==> config.mk <==
export PLATFORM = sky130hd
export DESIGN_NAME = bra_byte_scan
export DESIGN_NICKNAME = d
export VERILOG_FILES = /design/src/sv/bra_pkg.sv /design/src/sv/bra_byte_scan.sv
export SDC_FILE = /design/constraint.sdc
export NUM_CORES = 1
export LEC_CHECK = 0
export ABC_AREA = 0
export BUFFER_PORTS_ARGS = -buffer_cell sky130_fd_sc_hd__buf_4
export CORE_MARGIN = 10
export CORE_UTILIZATION = 65
export DETAILED_ROUTE_END_ITERATION = 10
export PLACE_DENSITY = 0.95
export SLEW_MARGIN = 10
export SYNTH_ARGS = -nofsm -noshare
export SYNTH_HDL_FRONTEND = slang
export SYNTH_SLANG_ARGS = --single-unit
==> constraint.sdc <==
create_clock -name vclk -period 9.25
set_input_delay 0.4625 -clock vclk [all_inputs]
set_output_delay 0.4625 -clock vclk [all_outputs]
set_load 0.01 [all_outputs]
==> src/sv/bra_pkg.sv <==
// shared types and constants for the bitmap run allocator
`timescale 1ns / 1ps
package bra_pkg;

	localparam int NUM_BITS_DEF = 4096;
	localparam int BYTE_W       = 8;
	localparam int OP_W         = 3;
	localparam int IDX_W        = 12;
	localparam int RUN_W        = 13;
	localparam int CFG_W        = 10;
	localparam logic [CFG_W-1:0] BYTES_RST = 10'd512;
	localparam logic [BYTE_W-1:0] FULL_BYTE = 8'hFF;

	typedef enum logic [OP_W-1:0] {
		OP_TEST    = 3'd0,
		OP_SET     = 3'd1,
		OP_CLEAR   = 3'd2,
		OP_SCAN    = 3'd3,
		OP_CLR_ALL = 3'd4
	} op_t;

	// outcome of walking one byte of the bitmap
	typedef struct packed {
		logic             hit;
		logic [2:0]       pos;
		logic [RUN_W-1:0] run;
	} scan_res_t;

endpackage

==> src/sv/bra_byte_scan.sv <==
// run counting over the eight bits of one bitmap byte, lsb first
`timescale 1ns / 1ps
module bra_byte_scan (
	input  logic [bra_pkg::BYTE_W-1:0] data,
	input  logic [bra_pkg::BYTE_W-1:0] mask,
	input  logic [bra_pkg::RUN_W-1:0]  run_in,
	input  logic [bra_pkg::RUN_W-1:0]  want,
	output bra_pkg::scan_res_t         res
);
	import bra_pkg::*;

	always_comb begin
		logic [RUN_W-1:0] r;
		logic             h;
		logic [2:0]       p;
		r = run_in;
		h = 1'b0;
		p = 3'd0;
		for (int k = 0; k < BYTE_W; k++) begin
			// bits past the end of the store are skipped
			if (mask[k]) begin
				if (data[k])
					r = '0;
				else
					r = r + 1'b1;
				if (!h && r == want) begin
					h = 1'b1;
					p = 3'(k);
				end
			end
		end
		res.hit = h;
		res.pos = p;
		res.run = r;
	end

endmodule
==> impl_metrics.tcl <==
set metrics [dict create \
    start_util_pct 67.2 \
    die_width_um 132 \
    synthesis.area_per_instance_um2 6.63 \
    post-synth-top-count-cell "nor2_1" \
    synthesis.nets 1282 \
    synthCells 1232 \
    place_hpwl_um 22200 \
    synth.yosys.warnings 0 \
    area_growth_pct 6.60 \
    synth_largest_area_cell "xnor2_1" \
    post-route-min-period_ns 9.09 \
    critical_path.most_common_cell "ha_1" \
    grt_use_met1_pct 41.2 \
    worst_path_dominant_cell_family "compound AO/OA/AOI/OAI gates" \
    gpl.final_weighted_congestion 1.10 \
    synthTopCellsByArea "xnor2_1, nor2_1, nand2_1" \
    max_slew_margin_pct 44.7 \
    postLayoutCoreUtil_pct 71.6 \
    setup_tns_final_ns 0 \
    avgViaCountPerCell 7.55 \
    wirelength_um 29600 \
    worst_slew_pin_slew_ns 0.830 \
    worstSetupPathType "primary input to output port" \
    grt_pass1_vias 9056 \
    synth_commonest_cells "nor2_1, nand2_1, xnor2_1" \
    synth_cell_type_count 110 \
    worst-endpoint-arrival_ns 8.63 \
    final.clkbuf_count 0 \
    met2_grt_util_pct 45.9 \
    final.fill_count 1023 \
    total_leakage_power_nw 2.93 \
    route.detailed.drc 0 \
    seq_cells 0 \
    net_count_of_the_finished_layout 1275 \
    die_height_um 132 \
    routed-via-count 10500 \
    timing.critical_path.slowest_cell_delay_ns 0.45 \
    ir_drop_mv 0.0256 \
    timing.final.crit_share_pct 98.3 \
    globalRouteTotalUtil_pct 30.3 \
    ys_seq_area_share_pct 0 \
    placement_rows 40 \
    synthDominantCellAreaShare_pct 10.1 \
    worst_hold_path_type "primary input to output port" \
    cpMaxStageDelayCell "a311o_2" \
    top_level_ports 59 \
    finalHoldWorstSlack_ns 1.38 \
    cp-end-kind "output port" \
    worst_setup_path_startpoint "run_in[0]" \
    p_per_cell_area_nw_per_um2 58.9 \
    grt_busiest_layer "met2" \
    detail-route-antenna-nets 0 \
    final_max_slew_viol_count 0 \
    fmax_ghz 0.110 \
    final-hold-violation-count 0 \
    path_depth 34 \
    first_pass_grt_wire_length_um 46300 \
    crit_end "res[13]" \
    power.total_mw 0.513 \
    run_status "completed" \
    grt_overflow_total 0 \
    startpoint_type "primary input" \
    maximum_number_of_pins_on_one_net_before_global_route_repair 29 \
    antenna-diode-count 0 \
    cp.required_ns 8.79 \
    ff_latch_area_um2 0 \
    post_drt_wl_per_cell_um 21.3 \
    core_region_area_um2 12200 \
    die_area_um2 17500 \
    max_cap_violations 0 \
    drive_above_1_share_pct 16.3 \
    dr.first_iter.drc_count 1855 \
    port_buffers 59 \
    grt_antenna_before_repair 0 \
    mappedNetlistArea_um2 8170 \
    timing.final.setup_violations 0 \
    peak_fanout_along_the_critical_path 16 \
    drt-pass1-iter-count 7 \
    grt_util_met3_pct 4.69 \
    worst-path-buf-inv 4 \
]
-- routing by layer --
layer,up-vias,share of wire [%]
li1,4711,-
met4,0,5.6
met3,168,14
met1,4752,39
met5,-,0
met2,871,41
-- worst min-delay path by stage --
stage                     slack [ns]       to  cells after the start    start
after global routing            1.41   res[5]                      3  mask[7]
after detailed placement        1.37   res[8]                      3  mask[7]
after floorplan                 1.33   res[1]                      3  mask[7]
after global placement          1.38  res[11]                      3  mask[7]
after CTS                       1.37   res[5]                      3  mask[7]
final                           1.38  res[11]                      3  mask[7]
-- stage by stage --
| step | setup WS (ns) | area (um^2) | cells |
|---|---|---|---|
| final | 0.159 | 8710 | 1391 |
| after global routing | -0.141 | 8710 | 1391 |
| after CTS | 0.213 | 8550 | 1388 |
| after detailed placement | 0.228 | 8550 | 1388 |
| after global placement | 0.446 | 8550 | 1388 |
| after floorplan | 1.06 | 8170 | 1232 |
-- area by class of cell --
cell class	instances	area [um^2]	share of cell area [%]
inverter	40	153	1.75
multi-input combinational	1108	7780	89.4
tap	168	210	2.41
timing repair buffer	75	563	6.47
-- layout by cell type (no fill, tap or decap), types with 8 or more instances in the layout --
cell      count
o21ai_0      52
a21oi_1      48
o21a_1       11
nor3_1       45
xnor2_1      94
o22ai_1      16
or3_1        18
nand2_1     114
a31oi_1      29
nor2b_1      10
a211oi_2      8
a21o_1        8
or2_2         8
a211oi_1     16
buf_4        75
o31ai_1       8
nand4_1      36
a311oi_2      8
mux2i_1      22
nand3_1      56
mux2_2        9
nor4_1       19
and2_1       19
o211ai_1     10
and3_1       27
inv_1        35
xor2_1       42
o32ai_1      15
and4_1       10
nor2_1      118
-- kinds of logic after synthesis --
family          after synthesis  share of synthesized area [%]
simple gates                556                           36.8
compound gates              375                           36.5
xor+xnor                    137                           14.9
buf+inv                     124                           6.45
mux                          32                           4.10
fa+ha+maj                     8                           1.23
-- where the power goes --
group / switching (mW) / internal (mW)
Sequential: 0 / 0
Combinational: 0.324 / 0.188
Clock: 0 / 0
-- repair_timing --
item | CTS | global route
hold buffers | 0 | 0
resized for setup | 0 | 34
buffers inserted | 0 | 3
endpoints found under the setup margin | 0 | 4
No activity file was read; power rests on OpenSTA's default activity.
